## src/rtl/core/csvt_pkg.sv

```systemverilog
// ----------------------------------------------------------------------------
// csvt_pkg
// Types and constants shared by the CSV column tagger modules.
// ----------------------------------------------------------------------------
package csvt_pkg;

   localparam int unsigned NUM_COLUMN_STYLES_DEFAULT = 10;
   localparam int unsigned ROW_GROUP_DEFAULT         = 100;

   localparam int unsigned BYTE_W   = 8;
   localparam int unsigned QUOTE_W  = 7;
   localparam int unsigned STYLE_W  = 4;
   localparam int unsigned ROW_W    = 7;
   localparam int unsigned CSR_IDX_W = 3;

   localparam logic [BYTE_W-1:0] CHAR_EQUALS    = 8'h3D;
   localparam logic [BYTE_W-1:0] CHAR_BACKSLASH = 8'h5C;
   localparam logic [BYTE_W-1:0] CHAR_BLANK     = 8'h20;

   localparam logic [BYTE_W-1:0]  DELIMITER_RESET = 8'd44;
   localparam logic [QUOTE_W-1:0] QUOTE_RESET     = 7'd34;

   typedef enum logic [CSR_IDX_W-1:0] {
      CSR_DELIMITER_CHAR   = 3'd0,
      CSR_QUOTE_CHAR       = 3'd1,
      CSR_BACKSLASH_ESCAPE = 3'd2,
      CSR_MERGE_DELIMITERS = 3'd3,
      CSR_FOLD_ENABLE      = 3'd4
   } csr_index_type;

   typedef struct packed {
      logic [BYTE_W-1:0]  delimiter_char;
      logic [QUOTE_W-1:0] quote_char;
      logic               backslash_escape;
      logic               merge_delimiters;
      logic               fold_enable;
   } cfg_type;

   typedef struct packed {
      logic [BYTE_W-1:0] data_byte;
      logic              is_lead_byte;
      logic              line_end;
   } item_type;

   typedef struct packed {
      logic [STYLE_W-1:0] style_index;
      logic               fold_valid;
      logic               fold_header;
      logic               quote_continues;
   } result_type;

endpackage

```

## src/rtl/core/csv_field_column_tagger_core.sv

```systemverilog
// ----------------------------------------------------------------------------
// csv_field_column_tagger_core
// Tags each CSV byte with its column style and reports fold levels at line end.
// ----------------------------------------------------------------------------
// Path: an accepted req is held in the input register, then its tag is written to
// the result register, which drives rsp_tvalid and rsp_tdata.
// Throughput: 1 item per cycle while rsp_tready does not stall the result register;
// the whole state update is one pass of compare logic between the input register and the result register.
// Reset: synchronous, active high; clears parser state and loads register defaults.
// No clearing pass; req_tready is high from the first clock edge of reset on.
module csv_field_column_tagger_core
   import csvt_pkg::*;
#(
   parameter int unsigned NUM_COLUMN_STYLES = NUM_COLUMN_STYLES_DEFAULT,
   parameter int unsigned ROW_GROUP         = ROW_GROUP_DEFAULT
)
(
   input  logic                 clock,
   input  logic                 reset,
   input  logic                 req_tvalid,
   output logic                 req_tready,
   input  logic [7:0]           req_tdata,  // [7:0] data_byte
   input  logic                 req_tuser,  // [0] is_lead_byte
   input  logic                 req_tlast,  // line_end
   output logic                 rsp_tvalid,
   input  logic                 rsp_tready,
   output logic [7:0]           rsp_tdata,  // [3:0] style_index, [4] fold_valid,
                                            // [5] fold_header, [6] quote_continues
   input  logic                 csr_valid,
   output logic                 csr_ready,
   input  logic [CSR_IDX_W-1:0] csr_index,
   input  logic [BYTE_W-1:0]    csr_wdata
);

   cfg_type    cfg;
   item_type   item_ff, item_in;
   logic       item_valid_ff, item_valid_in;
   result_type result, result_ff, result_in;
   logic       rsp_valid_ff, rsp_valid_in;
   logic       rsp_advance;
   logic       item_advance;

   assign csr_ready = 1'b1;

   csvt_csr u_csr (
      .clock    (clock),
      .reset    (reset),
      .wr_en    (csr_valid),
      .wr_index (csr_index),
      .wr_data  (csr_wdata),
      .cfg      (cfg)
   );

   assign rsp_advance  = !rsp_valid_ff || rsp_tready;
   assign item_advance = item_valid_ff && rsp_advance;
   assign req_tready   = !item_valid_ff || rsp_advance;

   csvt_tagger #(
      .NUM_COLUMN_STYLES (NUM_COLUMN_STYLES),
      .ROW_GROUP         (ROW_GROUP)
   ) u_tagger (
      .clock  (clock),
      .reset  (reset),
      .step   (item_advance),
      .item   (item_ff),
      .cfg    (cfg),
      .result (result)
   );

   always_comb begin
      item_in       = item_ff;
      item_valid_in = item_valid_ff;
      result_in     = result_ff;
      rsp_valid_in  = rsp_valid_ff;
      if (rsp_advance) begin
         rsp_valid_in = item_valid_ff;
         result_in    = result;
      end
      if (req_tready) begin
         item_valid_in        = req_tvalid;
         item_in.data_byte    = req_tdata;
         item_in.is_lead_byte = req_tuser;
         item_in.line_end     = req_tlast;
      end
   end

   always_ff @(posedge clock) begin
      if (reset) begin
         item_valid_ff <= 1'b0;
         rsp_valid_ff  <= 1'b0;
      end else begin
         item_valid_ff <= item_valid_in;
         rsp_valid_ff  <= rsp_valid_in;
      end
   end

   always_ff @(posedge clock) begin
      item_ff   <= item_in;
      result_ff <= result_in;
   end

   assign rsp_tvalid = rsp_valid_ff;
   assign rsp_tdata  = {1'b0, result_ff.quote_continues, result_ff.fold_header,
                        result_ff.fold_valid, result_ff.style_index};

   a_header_needs_fold : assert property (@(posedge clock) disable iff (reset)
      rsp_tvalid |-> (!result_ff.fold_header || result_ff.fold_valid))
      else $error("fold header reported without fold valid");

   a_reset_empty : assert property (@(posedge clock)
      (!reset && $past(reset)) |-> (!rsp_tvalid && req_tready))
      else $error("pipeline not empty after reset");

   a_item_moves : assert property (@(posedge clock) disable iff (reset)
      (item_valid_ff && rsp_advance) |=> rsp_tvalid)
      else $error("stepped item did not reach the result register");

   a_style_range : assert property (@(posedge clock) disable iff (reset)
      rsp_tvalid |-> (result_ff.style_index <= STYLE_W'(NUM_COLUMN_STYLES)))
      else $error("style index out of range");

endmodule

```

## src/rtl/core/csvt_csr.sv

```systemverilog
// ----------------------------------------------------------------------------
// csvt_csr
// Configuration registers of the CSV column tagger.
// ----------------------------------------------------------------------------
module csvt_csr
   import csvt_pkg::*;
(
   input  logic                 clock,
   input  logic                 reset,
   input  logic                 wr_en,
   input  logic [CSR_IDX_W-1:0] wr_index,
   input  logic [BYTE_W-1:0]    wr_data,
   output cfg_type              cfg
);

   cfg_type cfg_ff, cfg_in;

   always_comb begin
      cfg_in = cfg_ff;
      if (wr_en) begin
         unique case (wr_index)
            CSR_DELIMITER_CHAR:   cfg_in.delimiter_char   = wr_data;
            CSR_QUOTE_CHAR:       cfg_in.quote_char       = wr_data[QUOTE_W-1:0];
            CSR_BACKSLASH_ESCAPE: cfg_in.backslash_escape = wr_data[0];
            CSR_MERGE_DELIMITERS: cfg_in.merge_delimiters = wr_data[0];
            CSR_FOLD_ENABLE:      cfg_in.fold_enable      = wr_data[0];
            default:              cfg_in = cfg_ff;
         endcase
      end
   end

   always_ff @(posedge clock) begin
      if (reset) begin
         cfg_ff.delimiter_char   <= DELIMITER_RESET;
         cfg_ff.quote_char       <= QUOTE_RESET;
         cfg_ff.backslash_escape <= 1'b0;
         cfg_ff.merge_delimiters <= 1'b0;
         cfg_ff.fold_enable      <= 1'b1;
      end else begin
         cfg_ff <= cfg_in;
      end
   end

   assign cfg = cfg_ff;

endmodule

```

## src/rtl/core/csvt_tagger.sv

```systemverilog
// ----------------------------------------------------------------------------
// csvt_tagger
// Parser state and the per-item update that tags one byte.
// ----------------------------------------------------------------------------
module csvt_tagger
   import csvt_pkg::*;
#(
   parameter int unsigned NUM_COLUMN_STYLES = NUM_COLUMN_STYLES_DEFAULT,
   parameter int unsigned ROW_GROUP         = ROW_GROUP_DEFAULT
)
(
   input  logic       clock,
   input  logic       reset,
   input  logic       step,
   input  item_type   item,
   input  cfg_type    cfg,
   output result_type result
);

   localparam logic [STYLE_W:0]   NUM_STYLES_W = (STYLE_W+1)'(NUM_COLUMN_STYLES);
   localparam logic [STYLE_W-1:0] DELIM_STYLE  = STYLE_W'(NUM_COLUMN_STYLES);
   localparam logic [ROW_W:0]     ROW_GROUP_W  = (ROW_W+1)'(ROW_GROUP);

   logic              in_quotes_ff, in_quotes_in;
   logic [STYLE_W-1:0] column_ff, column_in;
   logic [BYTE_W-1:0] prev_byte_ff, prev_byte_in;
   logic [BYTE_W-1:0] prev_nonblank_ff, prev_nonblank_in;
   logic              skip_next_ff, skip_next_in;
   logic              pend_close_ff, pend_close_in;
   logic              pend_equals_ff, pend_equals_in;
   logic [ROW_W-1:0]  row_ff, row_in;
   logic              first_line_ff, first_line_in;

   always_comb begin
      logic               consumed;
      logic               pend;
      logic               is_quote;
      logic [STYLE_W:0]   col_sum;
      logic [ROW_W:0]     row_sum;
      in_quotes_in     = in_quotes_ff;
      column_in        = column_ff;
      prev_byte_in     = prev_byte_ff;
      prev_nonblank_in = prev_nonblank_ff;
      skip_next_in     = skip_next_ff;
      pend_close_in    = pend_close_ff;
      pend_equals_in   = pend_equals_ff;
      row_in           = row_ff;
      first_line_in    = first_line_ff;
      result           = '0;
      result.style_index = column_ff;
      consumed = 1'b0;
      pend     = 1'b0;
      is_quote = (item.data_byte == {1'b0, cfg.quote_char});
      col_sum  = {1'b0, column_ff} + (STYLE_W+1)'(1);
      row_sum  = {1'b0, row_ff} + (ROW_W+1)'(1);

      priority if (skip_next_ff) begin
         skip_next_in = 1'b0;
         consumed     = 1'b1;
      end else if (pend_close_ff) begin
         pend_close_in = 1'b0;
         if (is_quote) begin
            consumed = 1'b1;
         end else begin
            in_quotes_in = 1'b0;
         end
      end else if (pend_equals_ff) begin
         pend_equals_in = 1'b0;
         if (is_quote) begin
            in_quotes_in = 1'b1;
            consumed     = 1'b1;
         end
      end else begin
         consumed = 1'b0;
      end

      if (!consumed) begin
         priority if (in_quotes_in) begin
            if (is_quote) begin
               pend_close_in = 1'b1;
               pend          = 1'b1;
            end
         end else if (item.data_byte == cfg.delimiter_char) begin
            result.style_index = DELIM_STYLE;
            prev_nonblank_in   = item.data_byte;
            if (item.data_byte != prev_byte_ff || !cfg.merge_delimiters) begin
               column_in = (col_sum >= NUM_STYLES_W) ? '0 : col_sum[STYLE_W-1:0];
            end
         end else if (prev_nonblank_ff == cfg.delimiter_char) begin
            if (is_quote) begin
               in_quotes_in = 1'b1;
            end else if (item.data_byte == CHAR_EQUALS) begin
               pend_equals_in = 1'b1;
               pend           = 1'b1;
            end
         end else begin
            pend = 1'b0;
         end
         prev_byte_in = item.data_byte;
         if (item.data_byte > CHAR_BLANK) begin
            prev_nonblank_in = item.data_byte;
            if (!pend) begin
               if ((item.data_byte == CHAR_BACKSLASH && cfg.backslash_escape)
                   || item.is_lead_byte) begin
                  skip_next_in = 1'b1;
               end
            end
         end
      end

      if (item.line_end) begin
         if (pend_close_in) begin
            in_quotes_in = 1'b0;
         end
         pend_close_in  = 1'b0;
         pend_equals_in = 1'b0;
         skip_next_in   = 1'b0;
         if (cfg.fold_enable) begin
            result.fold_valid = 1'b1;
            if (row_sum >= ROW_GROUP_W || first_line_ff) begin
               row_in             = '0;
               result.fold_header = 1'b1;
            end else begin
               row_in = row_sum[ROW_W-1:0];
            end
         end
         first_line_in    = 1'b0;
         prev_byte_in     = '0;
         prev_nonblank_in = cfg.delimiter_char;
         if (!in_quotes_in) begin
            column_in = '0;
         end
         result.quote_continues = in_quotes_in;
      end
   end

   always_ff @(posedge clock) begin
      if (reset) begin
         in_quotes_ff     <= 1'b0;
         column_ff        <= '0;
         prev_byte_ff     <= '0;
         prev_nonblank_ff <= DELIMITER_RESET;
         skip_next_ff     <= 1'b0;
         pend_close_ff    <= 1'b0;
         pend_equals_ff   <= 1'b0;
         row_ff           <= '0;
         first_line_ff    <= 1'b1;
      end else if (step) begin
         in_quotes_ff     <= in_quotes_in;
         column_ff        <= column_in;
         prev_byte_ff     <= prev_byte_in;
         prev_nonblank_ff <= prev_nonblank_in;
         skip_next_ff     <= skip_next_in;
         pend_close_ff    <= pend_close_in;
         pend_equals_ff   <= pend_equals_in;
         row_ff           <= row_in;
         first_line_ff    <= first_line_in;
      end
   end

endmodule
```

## config.mk

```make
export PLATFORM = sky130hd
export DESIGN_NAME = csv_field_column_tagger_core
export DESIGN_NICKNAME = d
export VERILOG_FILES = /design/src/rtl/core/csvt_pkg.sv /design/src/rtl/core/csv_field_column_tagger_core.sv /design/src/rtl/core/csvt_csr.sv /design/src/rtl/core/csvt_tagger.sv
export SDC_FILE = /design/constraint.sdc
export NUM_CORES = 1
export LEC_CHECK = 0
export ABC_AREA = 1
export BUFFER_PORTS_ARGS = -buffer_cell sky130_fd_sc_hd__buf_4
export CAP_MARGIN = 25
export CORE_UTILIZATION = 55
export CTS_CLUSTER_DIAMETER = 80
export CTS_CLUSTER_SIZE = 30
export DETAILED_ROUTE_END_ITERATION = 8
export PLACE_DENSITY = 0.75
export RECOVER_POWER = 50
export REMOVE_ABC_BUFFERS = 1
export SETUP_SLACK_MARGIN = 0.1
export SYNTH_ARGS = -nofsm -noshare
export SYNTH_HDL_FRONTEND = slang
export SYNTH_HIERARCHICAL = 1
export SYNTH_SLANG_ARGS = --single-unit
```

## constraint.sdc

```tcl
create_clock -name clock -period 3.5 [get_ports clock]
set_clock_uncertainty 0.2 [all_clocks]
set_input_delay 0.7 -clock clock [delete_from_list [all_inputs] [get_ports clock]]
set_output_delay 0.7 -clock clock [all_outputs]
set_load 0.01 [all_outputs]
```

==> results of run 1 <==
==> per-layer routing <==
layer  up-vias  GRT usage
li1       1721          -
met1      1477      0.324
met2       114      0.418
met3        11     0.0433
met4         0      0.119
met5         -          0
==> worst reg2reg max path, delay by kind of cell (launching register included) <==
family	cells	cell delay (ns)
buffers and inverters	2	0.40
DFF	1	0.33
and+or+nand+nor	1	0.66
AOI/OAI and AO/OA	3	0.80
==> cells by family (layout without fill, tap and decap cells) <==
group | Yosys count | in the layout | share of synthesized area
simple gates | 283 | 283 | 0.339
fa+ha+maj | 3 | 3 | 0.0100
buf+inv | 77 | 113 | 0.0885
compound gates | 67 | 67 | 0.102
xor+xnor | 19 | 19 | 0.0444
other cells | 2 | 2 | 0.00200
flops | 69 | 69 | 0.414
==> cell usage after synthesis (3+ instances only) <==
cell        n
nand2_1   147
nor2_1     59
dfxtp_1    52
inv_1      52
nand3_1    42
a21oi_1    29
o21ai_0    25
edfxtp_1   17
xnor2_1    10
xor2_1      9
inv_2       8
nand2_2     7
nor2_4      7
nor3_1      6
nand4_1     5
o211ai_1    5
buf_4       4
clkbuf_1    4
a21oi_2     3
buf_6       3
ha_1        3
==> worst max path at each step <==
stage | end | slack (ns) | cells past startpoint
2_1_floorplan | u_tagger/row_ff[0] | 1.21 | 6
3_3_place_gp | u_tagger/row_ff[1] | 0.80 | 7
3_5_place_dp | u_tagger/row_ff[3] | 0.62 | 7
4_1_cts | u_tagger/row_ff[3] | 0.98 | 7
5_1_grt | u_tagger/row_ff[5] | 0.72 | 7
6_report | u_tagger/row_ff[3] | 0.91 | 7
==> layout make-up <==
| cell class | count | area, um^2 | share of cell area |
|---|---|---|---|
| clock buffer | 9 | 124 | 0.0295 |
| clock inverter | 7 | 73.8 | 0.0176 |
| inverter | 63 | 239 | 0.0570 |
| multi-input combinational | 374 | 1860 | 0.443 |
| sequential | 69 | 1550 | 0.370 |
| tap | 77 | 96.3 | 0.0230 |
| timing repair buffer | 34 | 251 | 0.0600 |
==> sequential cells by signal (all words and copies together), names as in the netlist <==
signal / count
u_csr/cfg: 18
item_ff: 10
u_tagger/prev_byte_ff: 8
u_tagger/prev_nonblank_ff: 8
rsp_tdata: 7
u_tagger/row_ff: 7
u_tagger/column_ff: 4
item_valid_ff: 1
rsp_tvalid: 1
u_tagger/first_line_ff: 1
u_tagger/in_quotes_ff: 1
u_tagger/pend_close_ff: 1
u_tagger/pend_equals_ff: 1
u_tagger/skip_next_ff: 1
==> power breakdown <==
group	switching, mW	leakage [nW]	internal (mW)
clock network	0.313	0.100	0.332
logic	0.128	1.13	0.0836
registers	0.0416	0.611	0.854
==> per-stage QoR <==
step | utilization | worst slack, ns | cell area [um^2]
6_report | 0.649 | 0.915 | 4190
5_1_grt | 0.649 | 0.721 | 4190
4_1_cts | 0.651 | 0.977 | 4200
3_5_place_dp | 0.620 | 0.624 | 4010
3_3_place_gp | 0.620 | 0.800 | 4010
2_1_floorplan | - | 1.21 | 3650
==> qor.txt, run 1 <==
Synth cell types = 39
Ant. Diodes = 0
Worst r2r src = item_valid_ff
Clock period minus worst slack = 2.59 ns
Layout fillers = 600
Mapped Area = 0.00375 mm^2
Top_reg_cell synth = dfxtp_1
Startpoint kind of the worst setup timing path = input port
Hold/Removal Path Class = reg2reg
First-pass GRT wire length = 14200 um
Buffers on Ports = 34
Final Max Tran Viols = 0
Critical path type = in2reg
Hold Vio Cnt, Final = 0
Worst path slowest cell = nor2_1
FFs w/ async S/R, synth = 0
Final wirelength = 8260 um
Slew Limit Headroom = 0.426
CP top delay family = compound AO/OA/AOI/OAI gates
Antenna-violating nets left = 0
Hold_ws = 0.264 ns
Fmax = 387 MHz
Tot Pwr = 1.75 mW
Gr usage total = 0.253
Via density = 5.25
Area leader, netlist = dfxtp_1
Die area = 0.00715 mm^2
Largest cells by area after synthesis = dfxtp_1 28%, nand2_1 15%, edfxtp_1 14%
Post-synthesis instance total = 520
Final setup viols = 0
Fin crit share = 0.739
Hold path startpoint = u_tagger/column_ff[3]
WL met3 = 409 um
Pre-antenna DRT Iters = 9
Worst-Skew Late Latency = 0.34 ns
CTS tree = done
Highest Signal Layer = met4
Violated checks = design-rule violations
Worst hold endpoint = u_tagger/column_ff[3]
Most frequent cells in the layout = 147 x nand2_1, 59 x nor2_1, 52 x inv_1, 52 x dfxtp_1, 43 x nand3_1
Largest net degree at the start of global routing = 23
Nets@finish = 580
FF+latch count, synth = 69
Antenna violations before repair = 0
PD cells = 418 mW/mm^2
Die Ht = 84.5 um
DP Cell Count = 617
Syn_area_per_cell = 7.20 um^2
DRC violations left = 4
Worst EP required = 3.57 ns
Vias in the first global route = 3086
CP Cell Sequence = clkbuf_4 > inv_1 > a21oi_1 > inv_1 > nor2_1 > o21ai_0 > a21oi_1
Commonest non-fill, non-tap cell in the layout = nand2_1
Metal-1 WL = 3820 um
CTS Hold Bufs = 0
HPWL Detailed = 6130 um
Core box area = 0.00646 mm^2
GRT Residual Overflow = 0
Post-route insts no fill = 633
R2R Setup Slk = 1.05 ns
Max-cap violations = 0
Post-CTS Resized = 0
Reg2Reg Depth = 6
Critical Path AT = 2.66 ns
RSZ-0062 raised after global routing = no
End of the worst register-to-register path = u_tagger/row_ff[3]
Num CTS Buffers = 9
Yosys top cell area share = 0.278
CTS H-Tree Depth = 3
Clock Tree Buf Depth = 2
DRT iter0 DRCs = 219
Row cnt = 29
Layout area overhead = 12.0%
Post-route setup TNS = 0 ns
Max stage delay on crit path = 0.66 ns
CP Max Fanout = 14
Post-CTS Setup Bufs = 0
WHS Path Cells = 2
Leak pwr = 1.84 nW
Clock-pin slew on the worst setup and hold paths = 0.08 ns
Starting Density = 0.580
Routed vias = 3323
Metal2 WL = 3890 um
Status = finished with violations
Tightest Pin Transition = 0.860 ns
Placer Congestion = 0.860
I/O pin cnt = 37
Sequential-to-total area share from yosys stat = 0.414
Synth warn = 6
Sink Count = 69
Die W = 84.5 um
CP Capture Type = flop
Number of synthesized flops with an enable pin = 17
VDD IR-drop max = 0.000297 V
Drt wl/cell = 13.0 um
Share of cells above drive strength 1 = 0.151
Clock root buffer = clkbuf_8
Worst path bufs/invs = 3
Critical path origin = rsp_tready
No activity file was read; power rests on OpenSTA's default activity.
==> run 2, diff against run 1 <==
ABC_AREA = 0   (was 1)
clock period = 2.45 ns   (was 3.5 ns; I/O delays follow)
==> run 2 against run 1 <==
  * The flow now finishes without violations
  * Utilization rose by 2.8 points
  * Cell count down 12%
  * Clock-buffer cell count up 3
  * First-iteration DRC count fell by 19%
  * Non-clock buffer count rose by 29
  * Register-to-register slack worse by 0.94 ns
  * Die area up 4.3%
  * Wire length grew 8.7%
  * Critical path depth decreased by 1
  * Via count down 3.9%
  * Combinational power increased by 58%
  * Critical endpoint is now u_tagger/pend_equals_ff
==> qor.txt, run 2 <==
Num CTS Buffers = 9 (unchanged)
FF+latch count, synth = 69 (unchanged)
DRT iter0 DRCs = 178 (-19%)
PD cells = 524 mW/mm^2 (+25%)
Layout area overhead = 18.3%
Critical Path AT = 2.43 ns (-0.23 ns)
Antenna-violating nets left = 0 (unchanged)
VDD IR-drop max = 0.000450 V (+51%)
Synth warn = 6 (unchanged)
Pre-antenna DRT Iters = 5 (-4)
Routed vias = 3195 (-3.9%)
Largest cells by area after synthesis = dfxtp_1 27%, edfxtp_1 13%, mux2i_1 6.7%
Hold Vio Cnt, Final = 0 (unchanged)
Hold path startpoint = req_tdata[7]
GRT Residual Overflow = 0 (unchanged)
Clock Tree Buf Depth = 2 (unchanged)
Final setup viols = 0 (unchanged)
RSZ-0062 raised after global routing = yes
Area of the multi-input gates = 0.00227 mm^2 (+22%)
Startpoint kind of the worst setup timing path = flop
Fin crit share = 0.953
Final Max Tran Viols = 0 (unchanged)
Antenna violations before repair = 0 (unchanged)
Top_reg_cell synth = dfxtp_1
Slew Limit Headroom = 0.457 (+0.0307)
Die area = 0.00745 mm^2 (+4.3%)
Core box area = 0.00683 mm^2 (+5.8%)
Row cnt = 30 (+3.4%)
Sink Count = 69 (unchanged)
Share of cells above drive strength 1 = 0.235 (+0.0842)
Post-synth top cells = 52 x dfxtp_1, 32 x nor2_1, 28 x nand2b_1
Most frequent cells in the layout = 52 x dfxtp_1, 44 x buf_4, 31 x nor2_1
Max FFs per register = 18 (unchanged)
CTS tree = done
Drt wl/cell = 16.2 um (+24%)
Mapped Area = 0.00391 mm^2 (+4.4%)
Clock-pin slew on the worst setup and hold paths = 0.07 ns (about the same)
Tightest Pin Transition = 0.814 ns (-0.0461 ns)
Number of synthesized flops with an enable pin = 17 (unchanged)
Sequential-to-total area share from yosys stat = 0.397 (-0.0176)
Worst-Skew Late Latency = 0.35 ns (about the same)
Setup Slack @ Placement = 0.0626 ns (-0.561 ns)
Sequential Area = 0.00155 mm^2 (unchanged)
Gr usage total = 0.248 (-0.00483)
Count leader, synth = dfxtp_1
CP Capture Type = flop
Worst setup margin = 0.115 ns (-0.800 ns)
CP Max Fanout = 4 (-10)
Critical path origin = item_ff[6]
Clock root buffer = clkbuf_8
Die W = 86.3 um (+2.1%)
Fin area = 0.00463 mm^2 (+10%)
Leak pwr = 1.71 nW (-6.9%)
Synth cell types = 68 (+74%)
HPWL Detailed = 6230 um (+1.6%)
Worst EP required = 2.54 ns (-1.03 ns)
Worst r2r src = item_ff[6]
Final wirelength = 8970 um (+8.7%)
DP Cell Count = 532 (-14%)
Fmax = 428 MHz
First-pass GRT wire length = 14200 um (unchanged)
Layout fillers = 544 (-9.3%)
Die Ht = 86.3 um (+2.1%)
Hold/Removal Path Class = in2reg
Via density = 5.76 (+9.7%)
Yosys top cell area share = 0.266 (-0.0118)
Post-route setup TNS = 0 ns (unchanged)
Post-synthesis instance total = 405 (-22%)
DRC violations left = 0 (-4)
Commonest non-fill, non-tap cell in the layout = dfxtp_1
FFs w/ async S/R, synth = 0 (unchanged)
Placer Congestion = 0.928 (+7.9%)
Critical path type = reg2reg
Status = finished clean
CTS H-Tree Depth = 3 (unchanged)
Buffers on Ports = 34 (unchanged)
Max-cap violations = 0 (unchanged)
Ant. Diodes = 0 (unchanged)
Post-route insts no fill = 555 (-12%)
Syn_area_per_cell = 9.66 um^2 (+34%)
I/O pin cnt = 37 (unchanged)
Nets@finish = 483 (-17%)
Vias in the first global route = 2965 (-3.9%)
Largest net degree at the start of global routing = 36 (+57%)
Clock period minus worst slack = 2.34 ns
Area leader, netlist = dfxtp_1
Area after DPL = 0.00431 mm^2 (+7.5%)
Starting Density = 0.573 (-0.00730)
Tot Pwr = 2.42 mW (+38%)
## run 2: cell types whose count changed after synthesis, moves of 13 or more
| cell | change |
|---|---|
| nand2b_1 | +28 |
| xnor2_1 | +13 |
| mux2i_1 | +26 |
| inv_1 | -41 |
| nand3_1 | -33 |
| nand2_1 | -120 |
| o21ai_0 | -19 |
| a21oi_1 | -14 |
| nor2_1 | -27 |
## run 2: kinds of logic after synthesis
kind of cell | synth area share
adders and majority gates | 0.00959
AOI/OAI and AO/OA | 0.151
other | 0.00192
and+or+nand+nor | 0.228
buffers and inverters | 0.0524
DFF | 0.397
muxes | 0.0809
xor gates and xnor gates | 0.0796
## run 2: final timing paths
| kind | end | slack, ns | depth (start not counted) |
|---|---|---|---|
| max reg2reg | u_tagger/pend_equals_ff | 0.11 | 6 |
| min | item_ff[9] | 0.14 | 1 |
| min reg2reg | rsp_tvalid | 0.27 | 2 |
| max | u_tagger/pend_equals_ff | 0.11 | 6 |
## run 2: per-layer routing
layer | part of all wire | global-route usage | up-vias
met5 | 0 | 0 | -
met1 | 0.44 | 0.320 | 1522
met4 | 0.019 | 0.118 | 0
met3 | 0.041 | 0.0390 | 15
met2 | 0.50 | 0.407 | 101
li1 | - | - | 1557
## run 2: metrics by stage
stage,hold slack (ns),util
3_3_place_gp,0.244,0.630
5_1_grt,0.119,0.677
4_1_cts,0.105,0.658
2_1_floorplan,0.228,-
6_report,0.140,0.677
3_5_place_dp,0.263,0.630
## run 2: layout make-up
class,count,area share
Multi-Input combinational cell,299,0.491
Sequential cell,69,0.335
Timing Repair Buffer,63,0.100
Clock buffer,12,0.0335
Tap cell,96,0.0260
Inverter,12,0.00973
Clock inverter,4,0.00460
## run 2: critical path: stages (launching register included)
cell and delay [ns]:
edfxtp_1 0.53, xor2_1 0.30, nor4_4 0.09, a211o_1 0.32, or3b_1 0.41, o32ai_1 0.26, and3_1 0.17
## run 2: report_power, final
| part | total [mW] | internal [mW] | switching [mW] |
|---|---|---|---|
| Combinational | 0.335 | 0.165 | 0.169 |
| Sequential | 1.24 | 1.20 | 0.0399 |
| Clock | 0.845 | 0.419 | 0.427 |
## run 2: timing repair
action	CTS	global route
gates resized for setup	2	21
buffers inserted	0	7
pin swaps	0	5
setup endpoints to repair	11	29
hold buffers	0	0
==> run 3, diff against run 2 <==
GPL_TIMING_DRIVEN = 0   (was not set)
==> run 3 against run 2 <==
  * Cell count down 1.4%
  * Worst hold slack worse by 0.013 ns
  * Clock power increased by 11%
  * Clock-buffer cell count fell by 3
  * Non-clock buffer count shrank 8
  * Via count increased by 0.50%
  * First-iteration DRC count rose by 16%
  * Sequential share of layout area fell by 0.55 points
  * Critical path depth did not move
  * Combinational power shrank 2%
  * Worst setup slack got worse by 0.034 ns
  * Wire length down 2.6%
  * Critical endpoint is now u_tagger/column_ff[3]
  * Highest routed layer unchanged
==> qor.txt, run 3 (same netlist as run 2, synthesis figures left out) <==
Worst EP required = 2.54 ns (about the same)
Die Ht = 86.3 um (unchanged)
Die W = 86.3 um (unchanged)
Layout fillers = 553 (+1.7%)
CTS tree = done
Routed vias = 3211 (+0.50%)
Ant. Diodes = 0 (unchanged)
HPWL Detailed = 5430 um (-13%)
CP Max Fanout = 5 (+1)
Max-cap violations = 0 (unchanged)
Clock root buffer = clkbuf_8
RSZ-0062 raised after global routing = yes
Hold/Removal Path Class = in2reg
Sink Count = 69 (unchanged)
Startpoint kind of the worst setup timing path = flop
Tot Pwr = 2.51 mW (+3.5%)
Pre-antenna DRT Iters = 5 (unchanged)
Area after DPL = 0.00414 mm^2 (-3.8%)
Worst path slowest cell = edfxtp_1
Fin area = 0.00470 mm^2 (+1.7%)
Leak pwr = 1.70 nW (-0.85%)
I/O pin cnt = 37 (unchanged)
Slew Limit Headroom = 0.333 (-0.124)
Core box area = 0.00683 mm^2 (unchanged)
First-pass GRT wire length = 13700 um (-3.0%)
Num CTS Buffers = 9 (unchanged)
Worst-Skew Late Latency = 0.36 ns (about the same)
Largest net degree at the start of global routing = 62 (+72%)
Vias in the first global route = 2942 (-0.78%)
Layout area overhead = 20.2%
Fmax = 422 MHz (-1.4%)
Critical path type = reg2reg
DRT iter0 DRCs = 207 (+16%)
Via density = 5.87 (+2.0%)
Buffers on Ports = 34 (unchanged)
Most frequent cells in the layout = 52 x dfxtp_1, 41 x buf_4, 31 x nor2_1
Gr usage total = 0.239 (-0.00906)
Row cnt = 30 (unchanged)
PD cells = 533 mW/mm^2 (+1.8%)
Share of cells above drive strength 1 = 0.264 (+0.0286)
Tightest Pin Transition = 0.998 ns (+0.184 ns)
Status = finished clean
Max stage delay on crit path = 0.55 ns (+0.02 ns)
GRT Residual Overflow = 0 (unchanged)
CP Cell Sequence = xnor2_2 > nand4_1 > or4_4 > o221ai_4 > o2111ai_1 > a21oi_1
Nets@finish = 475 (-1.7%)
Placer Congestion = 0.836 (-9.9%)
Final wirelength = 8740 um (-2.6%)
Hold Vio Cnt, Final = 0 (unchanged)
Drt wl/cell = 16.0 um (-1.2%)
Die area = 0.00745 mm^2 (unchanged)
Setup Slack @ Placement = -0.387 ns (-0.450 ns)
Max FFs per register = 18 (unchanged)
Final Max Tran Viols = 0 (unchanged)
Antenna violations before repair = 0 (unchanged)
Fin crit share = 0.967 (+0.0137)
Clock Tree Buf Depth = 2 (unchanged)
Clock-pin slew on the worst setup and hold paths = 0.08 ns (about the same)
VDD IR-drop max = 0.000362 V (-20%)
Worst setup margin = 0.0811 ns (-0.0337 ns)
Hold_ws = 0.127 ns (-0.0133 ns)
Clock period minus worst slack = 2.37 ns (+0.0337 ns)
Starting Density = 0.573 (unchanged)
Final setup viols = 0 (unchanged)
Antenna-violating nets left = 0 (unchanged)
DRC violations left = 0 (unchanged)
CP Capture Type = flop
CTS H-Tree Depth = 3 (unchanged)
Commonest non-fill, non-tap cell in the layout = dfxtp_1
Critical Path AT = 2.46 ns (+0.03 ns)
## run 3: cell types whose count changed in the layout (fill, tap and decap cells not counted), moves of 2 or more
cell        delta
nand3_2        +2
o21ai_2        +2
clkinv_4       +2
clkinvlp_4     +2
clkbuf_8       -2
buf_4          -3
xor2_1         -4
clkinv_2       -3
xor2_2         +4
o21ai_0        -2
nand3_1        -2
clkbuf_1       -5
## run 3: final cells by class
class	count	area, um^2	area share
Clock buffer	9	124	0.0263
Clock inverter	7	75.1	0.0160
Inverter	12	45.0	0.00957
Multi-Input combinational cell	299	2380	0.505
Sequential cell	69	1550	0.330
Tap cell	96	120	0.0255
Timing Repair Buffer	55	413	0.0878
## run 3: worst paths after layout
| check | startpoint | to | slack (ns) | depth (start not counted) |
|---|---|---|---|---|
| worst max-delay path | item_ff[7] | u_tagger/column_ff[3] | 0.08 | 6 |
| worst min-delay path | req_tdata[2] | item_ff[4] | 0.13 | 1 |
| worst max register to register | item_ff[7] | u_tagger/column_ff[3] | 0.08 | 6 |
| worst min register to register | item_valid_ff | rsp_tvalid | 0.27 | 2 |
## run 3: metal layers
layer  vias up  routed length (um)  global-route usage
met5         -                   0                   0
met4         0                 264              0.0955
met3        24                 407              0.0667
met2       102                4330               0.404
met1      1542                3740               0.288
li1       1543                   -                   -
## run 3: critical path, delay by kind of cell (launching register included)
family / cells / cell delay (ns)
AO/OA/AOI/OAI: 3 / 0.56
XOR/XNOR: 1 / 0.24
flip-flops: 1 / 0.55
AND/OR/NAND/NOR: 2 / 0.74
## run 3: power breakdown
group	total [mW]	switching, mW	internal (mW)
clock network	0.934	0.462	0.473
logic	0.329	0.168	0.160
registers	1.24	0.0411	1.20
## run 3: timing repair
action / 4_1_cts / 5_1_grt
hold buffers: 0 / 0
gates cloned: 0 / 0
buffers inserted: 13 / 7
pin swaps: 5 / 20
setup endpoints to repair: 24 / 32
gates resized for setup: 11 / 35
## run 3: through the flow
stage          utilization  setup TNS, ns  std cells
6_report             0.689              0        547
5_1_grt              0.689       -0.00721        547
4_1_cts              0.658              0        540
3_5_place_dp         0.606          -3.16        511
3_3_place_gp         0.604          -3.87        510
2_1_floorplan            -              0        380
